File: src/hw/rtl/lpr_pkg.sv
package lpr_pkg;

  // Table geometry
  localparam int MAX_FRAMES = 16;
  localparam int FRAME_W    = (MAX_FRAMES > 1) ? $clog2(MAX_FRAMES) : 1;
  localparam int CNT_W      = $clog2(MAX_FRAMES + 1);
  localparam int RANK_W     = FRAME_W;

  // Field widths
  localparam int PAGE_W  = 16;
  localparam int IDX_W   = 4;
  localparam int FAULT_W = 32;
  localparam int CFG_W   = 5;

  localparam logic [CFG_W-1:0]   CFG_RESET = CFG_W'(16);
  localparam logic [RANK_W-1:0]  RANK_MAX  = RANK_W'(MAX_FRAMES - 1);
  localparam logic [FAULT_W-1:0] FAULT_MAX = '1;

  typedef logic [PAGE_W-1:0]     page_t;
  typedef logic [FRAME_W-1:0]    frame_t;
  typedef logic [RANK_W-1:0]     rank_t;
  typedef logic [MAX_FRAMES-1:0] fmask_t;

  typedef struct packed {
    logic             hit;
    logic [IDX_W-1:0] frame_index;
    logic             evicted_valid;
    page_t            evicted_page;
    logic [FAULT_W-1:0] fault_count;
  } result_t;

  typedef enum logic {
    ST_LOOK,
    ST_COMMIT
  } back_state_t;

  // Keep only the lowest set bit
  function automatic fmask_t lowest_onehot(input fmask_t v);
    return v & fmask_t'(~v + fmask_t'(1));
  endfunction

  // Encode a one-hot (or zero) mask into a frame number
  function automatic frame_t onehot_to_idx(input fmask_t v);
    frame_t r;
    r = '0;
    for (int i = 0; i < MAX_FRAMES; i++) begin
      if (v[i]) r = r | frame_t'(i);
    end
    return r;
  endfunction

endpackage

File: src/hw/rtl/lpr_front.sv
module lpr_front (
  input  logic           clk,
  input  logic           rst,
  input  logic           push,
  output logic           full,
  input  lpr_pkg::page_t page_number,
  output logic           q_valid,
  output lpr_pkg::page_t q_page,
  input  logic           q_pop
);
  import lpr_pkg::*;

  page_t      slot [2];
  logic       wr_ptr;
  logic       rd_ptr;
  logic [1:0] count;
  logic       wr_en;
  logic       rd_en;

  assign full    = (count == 2'd2);
  assign q_valid = (count != 2'd0);
  assign q_page  = slot[rd_ptr];
  assign wr_en   = push && !full;
  assign rd_en   = q_pop && q_valid;

  // Track pointers and fill level
  always_ff @(posedge clk) begin
    if (rst) begin
      wr_ptr <= 1'b0;
      rd_ptr <= 1'b0;
      count  <= 2'd0;
    end else begin
      if (wr_en) wr_ptr <= ~wr_ptr;
      if (rd_en) rd_ptr <= ~rd_ptr;
      case ({wr_en, rd_en})
        2'b10:   count <= count + 2'd1;
        2'b01:   count <= count - 2'd1;
        default: count <= count;
      endcase
    end
  end

  // Hold incoming pages
  always_ff @(posedge clk) begin
    if (wr_en) slot[wr_ptr] <= page_number;
  end

endmodule

File: src/hw/rtl/lpr_back.sv
module lpr_back (
  input  logic                   clk,
  input  logic                   rst,
  input  logic                   cfg_valid,
  input  logic [lpr_pkg::CFG_W-1:0] cfg_data,
  input  logic                   q_valid,
  input  lpr_pkg::page_t         q_page,
  output logic                   q_pop,
  input  logic                   out_full,
  output logic                   res_wr,
  output lpr_pkg::result_t       res
);
  import lpr_pkg::*;

  back_state_t state;
  back_state_t state_next;

  logic [CFG_W-1:0]   frames_in_use;
  logic [CNT_W-1:0]   n_active;
  fmask_t             in_use;

  page_t              frame_page [MAX_FRAMES];
  fmask_t             frame_valid;
  rank_t              rank [MAX_FRAMES];
  logic [FAULT_W-1:0] faults_total;
  logic [FAULT_W-1:0] faults_next;

  fmask_t match;
  fmask_t empty_m;
  fmask_t lru_m;
  logic   look_hit;
  logic   look_evict;
  frame_t look_frame;

  // Classification of the item in flight
  frame_t f_q;
  logic   hit_q;
  logic   evict_q;
  page_t  page_q;

  logic   was_valid;
  rank_t  old_rank;
  logic   look_en;

  // Clamp the frame count to one .. MAX_FRAMES
  always_comb begin
    if (frames_in_use == '0) begin
      n_active = CNT_W'(1);
    end else if (32'(frames_in_use) > MAX_FRAMES) begin
      n_active = CNT_W'(MAX_FRAMES);
    end else begin
      n_active = CNT_W'(frames_in_use);
    end
    for (int i = 0; i < MAX_FRAMES; i++) begin
      in_use[i] = (32'(i) < 32'(n_active));
    end
  end

  // Look up the page, find empty frames and the least recent frame
  always_comb begin
    for (int i = 0; i < MAX_FRAMES; i++) begin
      match[i]   = in_use[i] && frame_valid[i] && (frame_page[i] == q_page);
      empty_m[i] = in_use[i] && !frame_valid[i];
      lru_m[i]   = in_use[i];
      for (int j = 0; j < MAX_FRAMES; j++) begin
        if (j != i && in_use[j]) begin
          // ties go to the lower frame
          if (j < i) begin
            if (!(rank[i] > rank[j])) lru_m[i] = 1'b0;
          end else begin
            if (rank[i] < rank[j]) lru_m[i] = 1'b0;
          end
        end
      end
    end
    look_hit   = |match;
    look_evict = 1'b0;
    if (look_hit) begin
      look_frame = onehot_to_idx(lowest_onehot(match));
    end else if (|empty_m) begin
      look_frame = onehot_to_idx(lowest_onehot(empty_m));
    end else begin
      look_frame = onehot_to_idx(lowest_onehot(lru_m));
      look_evict = 1'b1;
    end
  end

  // Next state
  always_comb begin
    state_next = state;
    unique case (state)
      ST_LOOK:   if (q_valid) state_next = ST_COMMIT;
      ST_COMMIT: if (!out_full) state_next = ST_LOOK;
      default:   state_next = ST_LOOK;
    endcase
  end

  // Handshake outputs
  always_comb begin
    q_pop  = 1'b0;
    res_wr = 1'b0;
    unique case (state)
      ST_LOOK:   q_pop  = q_valid;
      ST_COMMIT: res_wr = !out_full;
      default: begin
        q_pop  = 1'b0;
        res_wr = 1'b0;
      end
    endcase
  end

  assign look_en   = q_pop;
  assign was_valid = hit_q || evict_q;
  assign old_rank  = rank[f_q];

  // Saturating fault count including this item
  always_comb begin
    faults_next = faults_total;
    if (!hit_q && faults_total != FAULT_MAX) faults_next = faults_total + FAULT_W'(1);
  end

  // Build the result
  always_comb begin
    res.hit           = hit_q;
    res.frame_index   = IDX_W'(f_q);
    res.evicted_valid = evict_q;
    res.evicted_page  = evict_q ? frame_page[f_q] : '0;
    res.fault_count   = faults_next;
  end

  // Control state, recency ranks and configuration
  always_ff @(posedge clk) begin
    if (rst) begin
      state         <= ST_LOOK;
      frames_in_use <= CFG_RESET;
      frame_valid   <= '0;
      faults_total  <= '0;
      for (int i = 0; i < MAX_FRAMES; i++) rank[i] <= '0;
    end else begin
      state <= state_next;
      if (cfg_valid) frames_in_use <= cfg_data;
      if (res_wr) begin
        faults_total <= faults_next;
        for (int i = 0; i < MAX_FRAMES; i++) begin
          if (frame_t'(i) == f_q) begin
            rank[i]        <= '0;
            frame_valid[i] <= 1'b1;
          end else if (in_use[i] && frame_valid[i] && (!was_valid || rank[i] < old_rank)
                       && rank[i] != RANK_MAX) begin
            rank[i] <= rank[i] + RANK_W'(1);
          end
        end
      end
    end
  end

  // Hold the classification and write the new page
  always_ff @(posedge clk) begin
    if (look_en) begin
      f_q     <= look_frame;
      hit_q   <= look_hit;
      evict_q <= look_evict;
      page_q  <= q_page;
    end
    if (res_wr && !hit_q) frame_page[f_q] <= page_q;
  end

endmodule

File: src/hw/rtl/lpr_out.sv
module lpr_out (
  input  logic             clk,
  input  logic             rst,
  input  logic             res_wr,
  input  lpr_pkg::result_t res,
  output logic             out_full,
  input  logic             pop,
  output logic             empty,
  output lpr_pkg::result_t head
);
  import lpr_pkg::*;

  result_t    slot [2];
  logic       wr_ptr;
  logic       rd_ptr;
  logic [1:0] count;
  logic       wr_en;
  logic       rd_en;

  assign out_full = (count == 2'd2);
  assign empty    = (count == 2'd0);
  assign head     = slot[rd_ptr];
  assign wr_en    = res_wr && !out_full;
  assign rd_en    = pop && !empty;

  // Track pointers and fill level
  always_ff @(posedge clk) begin
    if (rst) begin
      wr_ptr <= 1'b0;
      rd_ptr <= 1'b0;
      count  <= 2'd0;
    end else begin
      if (wr_en) wr_ptr <= ~wr_ptr;
      if (rd_en) rd_ptr <= ~rd_ptr;
      case ({wr_en, rd_en})
        2'b10:   count <= count + 2'd1;
        2'b01:   count <= count - 2'd1;
        default: count <= count;
      endcase
    end
  end

  // Hold finished results
  always_ff @(posedge clk) begin
    if (wr_en) slot[wr_ptr] <= res;
  end

endmodule

File: src/hw/rtl/lru_page_replacement.sv
// A pushed page passes the input queue, the lookup and the table update before its result
// reaches the result queue (empty low); the lookup and the update are separate steps,
// and the next lookup waits for the update, which stalls while the result queue is full.
// Input and result queues hold two items each, so either side may stall alone.
// Reset (rst, synchronous, active high) empties both queues, clears all frames
// and the fault count, and sets the frame count to sixteen.
module lru_page_replacement (
  input  logic                      clk,
  input  logic                      rst,
  input  logic                      push,
  output logic                      full,
  input  logic [15:0]               page_number,
  input  logic                      pop,
  output logic                      empty,
  output logic                      hit,
  output logic [3:0]                frame_index,
  output logic                      evicted_valid,
  output logic [15:0]               evicted_page,
  output logic [31:0]               fault_count,
  input  logic                      cfg_valid,
  output logic                      cfg_ready,
  input  logic [lpr_pkg::CFG_W-1:0] cfg_data
);
  import lpr_pkg::*;

  logic    q_valid;
  page_t   q_page;
  logic    q_pop;
  logic    out_full;
  logic    res_wr;
  result_t res;
  result_t head;

  assign cfg_ready = 1'b1;

  lpr_front u_front (
    .clk         (clk),
    .rst         (rst),
    .push        (push),
    .full        (full),
    .page_number (page_number),
    .q_valid     (q_valid),
    .q_page      (q_page),
    .q_pop       (q_pop)
  );

  lpr_back u_back (
    .clk       (clk),
    .rst       (rst),
    .cfg_valid (cfg_valid),
    .cfg_data  (cfg_data),
    .q_valid   (q_valid),
    .q_page    (q_page),
    .q_pop     (q_pop),
    .out_full  (out_full),
    .res_wr    (res_wr),
    .res       (res)
  );

  lpr_out u_out (
    .clk      (clk),
    .rst      (rst),
    .res_wr   (res_wr),
    .res      (res),
    .out_full (out_full),
    .pop      (pop),
    .empty    (empty),
    .head     (head)
  );

  assign hit           = head.hit;
  assign frame_index   = head.frame_index;
  assign evicted_valid = head.evicted_valid;
  assign evicted_page  = head.evicted_page;
  assign fault_count   = head.fault_count;

  // Never write a result into a full queue
  a_no_overflow: assert property (@(posedge clk) disable iff (rst)
    res_wr |-> !out_full)
    else $error("result written into full queue");

  // A hit replaces nothing
  a_hit_no_evict: assert property (@(posedge clk) disable iff (rst)
    res_wr && res.hit |-> !res.evicted_valid)
    else $error("hit reported with eviction");

  // No eviction reports page zero
  a_evict_zero: assert property (@(posedge clk) disable iff (rst)
    res_wr && !res.evicted_valid |-> res.evicted_page == '0)
    else $error("evicted page not zero without eviction");

  // A lookup is followed by exactly one commit before the next lookup
  a_pop_then_commit: assert property (@(posedge clk) disable iff (rst)
    q_pop |=> !q_pop)
    else $error("second lookup before commit");

endmodule
File: config.mk
export PLATFORM = sky130hd
export DESIGN_NAME = lru_page_replacement
export DESIGN_NICKNAME = d
export VERILOG_FILES = /design/src/hw/rtl/lpr_pkg.sv /design/src/hw/rtl/lpr_front.sv /design/src/hw/rtl/lpr_back.sv /design/src/hw/rtl/lpr_out.sv /design/src/hw/rtl/lru_page_replacement.sv
export SDC_FILE = /design/constraint.sdc
export NUM_CORES = 1
export LEC_CHECK = 0
export CAP_MARGIN = 20
export CORE_ASPECT_RATIO = 0.6
export CORE_UTILIZATION = 30
export DETAILED_ROUTE_END_ITERATION = 6
export DONT_BUFFER_PORTS = 1
export PLACE_DENSITY_LB_ADDON = 0.2
export SLEW_MARGIN = 20
export SYNTH_ARGS = -nofsm -noshare
export SYNTH_HDL_FRONTEND = slang
export SYNTH_SLANG_ARGS = --single-unit
File: constraint.sdc
create_clock -name clk -period 6.61 [get_ports clk]
set_input_delay 0 -clock clk [delete_from_list [all_inputs] [get_ports clk]]
set_output_delay 0 -clock clk [all_outputs]
set_load 0.01 [all_outputs]
==> Word-level counts from Yosys, hierarchy flattened <==
Memory sizes are Yosys's and may differ from the RTL's. A register that Yosys moved wholly into a read port is not among the register bits.
Cells that the tools add are included.
W data, S select, Z words.
{ "classes": {"n_addsub": 24, "magnitude_cmp": 273, "n_eq_ne": 54, "mux": 729, "bitwise_logic": 43, "n_reduce_logical": 148} }
{ "ops": {"columns": ["operator", "n"], "rows": [
  ["$mux W1", 644],
  ["$lt A4 B4 Y1", 136],
  ["$gt A4 B4 Y1", 120],
  ["$eq A16 B16 Y1", 16],
  ["$mux W4", 60],
  ["$logic_and A1 B1 Y1", 86],
  ["$add A4 B1 Y4 const B", 16],
  ["$ne A4 B4 Y1 const B", 16],
  ["$add A16 B1 Y16 const B", 3],
  ["$and A16 B16 Y16", 3],
  ["$not A16 Y16", 3],
  ["$lt A4 B5 Y1 const A", 8],
  ["$mux W3", 12],
  ["$add A32 B1 Y32 const B", 1],
  ["$eq A4 B4 Y1 const A", 8],
  ["$mux W32", 1],
  ["$ne A32 B32 Y1 const B", 1],
  ["$or A1 B1 Y1", 32],
  ["$reduce_and A2 Y1", 16],
  ["$reduce_or A16 Y1", 2],
  ["$logic_not A1 Y1", 21],
  ["$lt A3 B5 Y1 const A", 4],
  ["$logic_or A1 B1 Y1", 17],
  ["$eq A3 B4 Y1 const A", 4],
  ["19 further kinds", 41]
]} }
{ "word_totals": {"reg_bits": 84, "ramBits": 460, "inputBits": 26, "mem_count": 4} }
{ "mem_list": {"columns": ["memory", "words", "width", "read_ports", "rd_clocked_by_memory_dff", "write_ports", "line", "rtl"], "rows": [
  ["u_back.frame_page", 16, 16, 17, 1, 1, "lpr_back.sv:22", "page_t frame_page [MAX_FRAMES];"],
  ["u_out.slot", 2, 54, 1, 1, 1, "lpr_out.sv:13", "result_t slot [2];"],
  ["u_back.rank", 16, 4, 17, 1, 16, "lpr_back.sv:24", "rank_t rank [MAX_FRAMES];"],
  ["u_front.slot", 2, 16, 1, 1, 1, "lpr_front.sv:13", "page_t slot [2];"]
]} }

==> Logic depth before layout (Yosys ltp) <==
{ "logic_depth": {"depth_word": 55, "ltp_mapped": 15, "ltp_nobuf": 12} }

==> By module <==
From an unflattened synthesis, not the netlist that was laid out.
{ "hier_totals": {"cells_unflattened": 3435, "area_unflattened_um2": 38637.1} }
{ "modules_own_cells": {"columns": ["mod", "n_inst", "cells_each", "area_each_um2"], "rows": [
  ["lpr_back", 1, 3163, 33143.0],
  ["lpr_out", 1, 194, 4105.2],
  ["lpr_front", 1, 76, 1377.6],
  ["lru_page_replacement", 1, 2, 11.3]
]} }

==> Worst setup path before layout <==
No wires, ideal clock.
{ "synth_timing": {"path_type": "reg-to-reg", "from": "reg with a tool-made name", "to": "mem u_back.rank[9][0] in the netlist's numbering, enable pin", "setup_time_ps": 312, "t_arrival_ps": 4348, "slack_ps": 1950, "path_stages_with_launch": 16, "n_path_buf": 4, "path_cell_list": "dfxtp_1 -> clkbuf_1 -> buf_1 -> buf_1 -> clkbuf_1 -> mux4_2 -> mux4_2 -> inv_1 -> ha_1 -> o21a_1 -> o21ai_0 -> nand2b_1 -> a21oi_1 -> nor2_1 -> or3_1 -> nand3_1"} }
{ "synth_rtl": {"columns": ["element", "line"], "rows": [
  ["end: declaration", "lpr_back.sv:24"]
]} }

==> impl_results.md <==
* Status: finished clean
* Period utilization at 74.14%
* Slew @ Worst Pin at approximately 1.1 ns
* CTS H-tree depth at 2
* CP peak stage delay at 0.95 ns
* Max-Cap Viols at 0
* CP startpoint kind: flop
* Synth Register Bits at 550
* Setup TNS Final at 0 ns
* Vias in the first global route at approximately 28000
* CTS Buffer Depth at 3
* Average cell area after synthesis at between 10 and 15 um2
* Critical Path Fanout Max at 13
* Final Max Tran Viols at 0
* Primary FF master, synth: edfxtp_1
* Pwr/cell area at 335.2 nW/um2
* FMAX at between 200 and 250 MHz
* Net count of the mapped netlist at ~4000
* Sequential Area at about 16000 um2
* Final hold violation count at 0
* First-pass GRT wire length at 239300 um
* Sequential share of the synthesized area at a little over 40%
* CTS Buf Count at 58
* Largest net degree at the start of global routing at 97
* Final worst slack at 1.709 ns
* Drt total wl at 175800 um
* Critical R2R Capture: u_back.f_q[2]
* Leak at 15.41 nW
* Number of port buffers at 0
* Initial drt markers at between 4000 and 5000
* Routed vias/inst at about 5.9
* Core Rows at 101
* Crit-path cells: inv_1, ha_1, nor2b_1, o21a_1, o21a_1, o21ai_0, a22oi_1, nand4_1, o2111ai_1, o21ai_1, a211oi_1, or2_1
* Share of cells above drive strength 1 at 11.67%
* Hold Crit Class: in2reg
* Initial antenna violation count at 18
* Core Util, Final at roughly a third
* Post-synth EDFFs at 482
* Tot GR Track Use at 26.41%
* Synth Cell Area at 38620 um2
* Total grt overflow at 0
* Delay-heaviest family, CP: compound AO/OA/AOI/OAI gates
* Die ar. at approximately 130000 um2
* Place WS at 1.956 ns
* Syn Inst Count at 3442
* Antenna-violating nets left at 0
* Synth unique cells at 92
* Routed WL per cell at between 30 and 40 um
* Die Width at 465.2 um
* CTS clk-pin slew, worst paths at 0.07 ns
* Setup CP Type: reg2reg
* Most Frequent Cell on Critical Path: o21a_1
* Worst path arrival time at 5.32 ns
* Final min period at 4.901 ns
* I/O pins at 83
* Max-slew headroom at 22.29%
* CP endpoint: u_back.f_q[2]
* Critical Path Slowest Stage Cell: edfxtp_1
* Final setup vio count at 0
* Post-CTS sizing at 0
* Hold WS at 0.03326 ns
* Starting Density at a little under a third
* Post-DP HPWL at 133700 um
* Via count at 31100
* CTS sink cnt at 550
* Worst path bufs/invs at 1
* Crit path launch: u_back.rank[1][1]
* Reg2Reg Launch Point: u_back.rank[1][1]
* # DRC at 0
* Number of detailed-route iterations in the first pass at 6
* Ys Warns at 0
* RSZ-0062 raised after global routing: false
* Worst r2r path cells at 12
* Die Ht at 279.9 um
* Placer congestion estimate at 1.063
* CTS tree: built
* Fraction of registers with async set/reset at 0%
* Clock latency on the worst-skew pair at ~0.7 ns
* Clock Tree Root: clkbuf_16
* Clk_skew at 0.07665 ns
* Required @ worst endpoint at 7.03 ns
* Area of the multi-input gates at ~22000 um2
* Worst setup EP type: flop
* Area Overhead vs Synth at 12.89%
* Peak supply drop at 328.8 uV
* Final #Nets at a little over 4000
* Core Region at 127100 um2
* Min-delay src: cfg_data[2]
* Reg2Reg Setup Slack at 1.71 ns
* CP Depth at 12
* FILL cells at approximately 13000
stage by stage:
step / cells / power [W] / area, um2
floorplan: 3442 / 0.008447 / 38620
global placement: 5141 / 0.01093 / 41070
detailed placement: 5144 / 0.01093 / 41140
CTS: 5296 / 0.01444 / 43540
global route: 5300 / 0.01514 / 43590
finish: 5301 / 0.01461 / 43600
cells by family (layout without fill, tap and decap cells):
logic type	after synthesis	count (layout)	synth area share, %
mux	178	178	8.534
other cells	1	4	0.009711
buf+inv	245	402	2.754
xor+xnor	347	347	7.870
flops	550	550	41.01
compound gates	665	665	10.94
fa+ha+maj	486	486	15.75
simple gates	970	970	13.14
layout make-up:
cell class	instances	share of cell area, %
Multi-Input combinational cell	2647	49.95
Sequential cell	550	36.35
Tap cell	1699	4.876
Clock buffer	73	3.599
Timing Repair Buffer	160	3.163
Inverter	132	1.137
Clock inverter	37	0.9098
Antenna cell	3	0.01722
sequential cells by signal (all words and copies together), names as in the netlist, named ones only:
signal / count
u_back.evict_q: 1
u_front.rd_ptr: 1
u_back.frame_valid: 16
u_front.count: 2
u_back.f_q: 4
u_front.slot: 32
u_back.frames_in_use: 5
u_back.faults_total: 32
u_out.slot: 108
u_back.rank: 64
u_back.page_q: 16
u_out.wr_ptr: 1
u_out.count: 2
u_back.state: 1
u_back.hit_q: 1
u_back.frame_page: 256
u_out.rd_ptr: 1
u_front.wr_ptr: 1
Yosys cell counts, drive strengths merged (27+ instances only):
cell type,n,area (um2)
ha,486,6081
nand2b,74,462.9
dfxtp,68,1361
a21o,36,270.3
o21a,56,420.4
clkbuf,74,277.8
o21ai,186,930.9
nor3,87,456.7
nand4,75,469.2
o22ai,28,175.2
nor4,99,625.6
buf,39,290.3
xnor2,320,2803
nand3,90,450.4
a21oi,179,895.9
edfxtp,482,14470
nor2,232,880.9
nor2b,62,387.9
xor2,27,236.5
nand2,136,510.5
mux2,57,645.6
mux4,99,2230
inv,130,488.0
cells in the final DEF, fill, tap and decap left out, types with 12 or more instances in the layout:
cell and instances:
a21boi_0 19, nand2b_1 74, o2bb2ai_1 12, o211ai_1 21
nand3_1 90, inv_1 130, edfxtp_1 482, o21a_1 56
a21oi_1 178, clkbuf_16 59, mux2_2 56, xor2_1 27
nor2b_1 62, ha_1 486, dlygate4sd3_1 41, o22ai_1 28
buf_4 114, nand2_1 136, nand4_1 75, nor3_1 83
xnor2_1 320, mux2i_4 16, a21o_1 36, o21ai_0 184
and2_1 22, dfxtp_1 63, mux4_2 99, or4_1 22
nor2_1 222, a211oi_1 18, nor4_1 97, clkinv_2 13
or3_1 24
how the worst min path moves through the flow:
stage | endpoint | slack [ns] | cells past startpoint
finish | u_back.frames_in_use[2] | 0.03 | 3
global route | u_front.slot[1][8] | 0.03 | 1
CTS | u_front.slot[0][8] | 0.003 | 1
detailed placement | u_front.slot[0][0] | 0.1 | 0
global placement | u_front.slot[0][0] | 0.1 | 0
floorplan | u_front.slot[0][0] | 0.1 | 0
per-layer routing:
metal | up-vias | global-route usage, % | wire length, um
met5 | - | 0.4435 | 103
met4 | 6 | 3.048 | 1827
met3 | 164 | 11.47 | 26310
met2 | 1900 | 30.44 | 59010
met1 | 15630 | 43.33 | 88530
li1 | 13400 | - | -
worst reg2reg max path, stage by stage (launching register included):
cell and delay (ns):
edfxtp_1 0.95, inv_1 0.55, ha_1 0.47, nor2b_1 0.14, o21a_1 0.16, o21a_1 0.16
o21ai_0 0.87, a22oi_1 0.27, nand4_1 0.22, o2111ai_1 0.17, o21ai_1 0.28, a211oi_1 0.13
or2_1 0.28
report_power, final:
| group | switching [W] | leakage, nW | internal [W] | total (W) |
|---|---|---|---|---|
| sequential | 0.000753 | 5.04 | 0.00446 | 0.00521 |
| combinational | 0.00383 | 9.42 | 0.00212 | 0.00595 |
| clock | 0.00152 | 0.958 | 0.00193 | 0.00345 |
timing repair:
item                      4_1_cts  5_1_grt
hold buffers                   42        0
buffers inserted                0        0
hold endpoints to repair      152        0
Note: power is estimated with default switching activity, not from simulation.
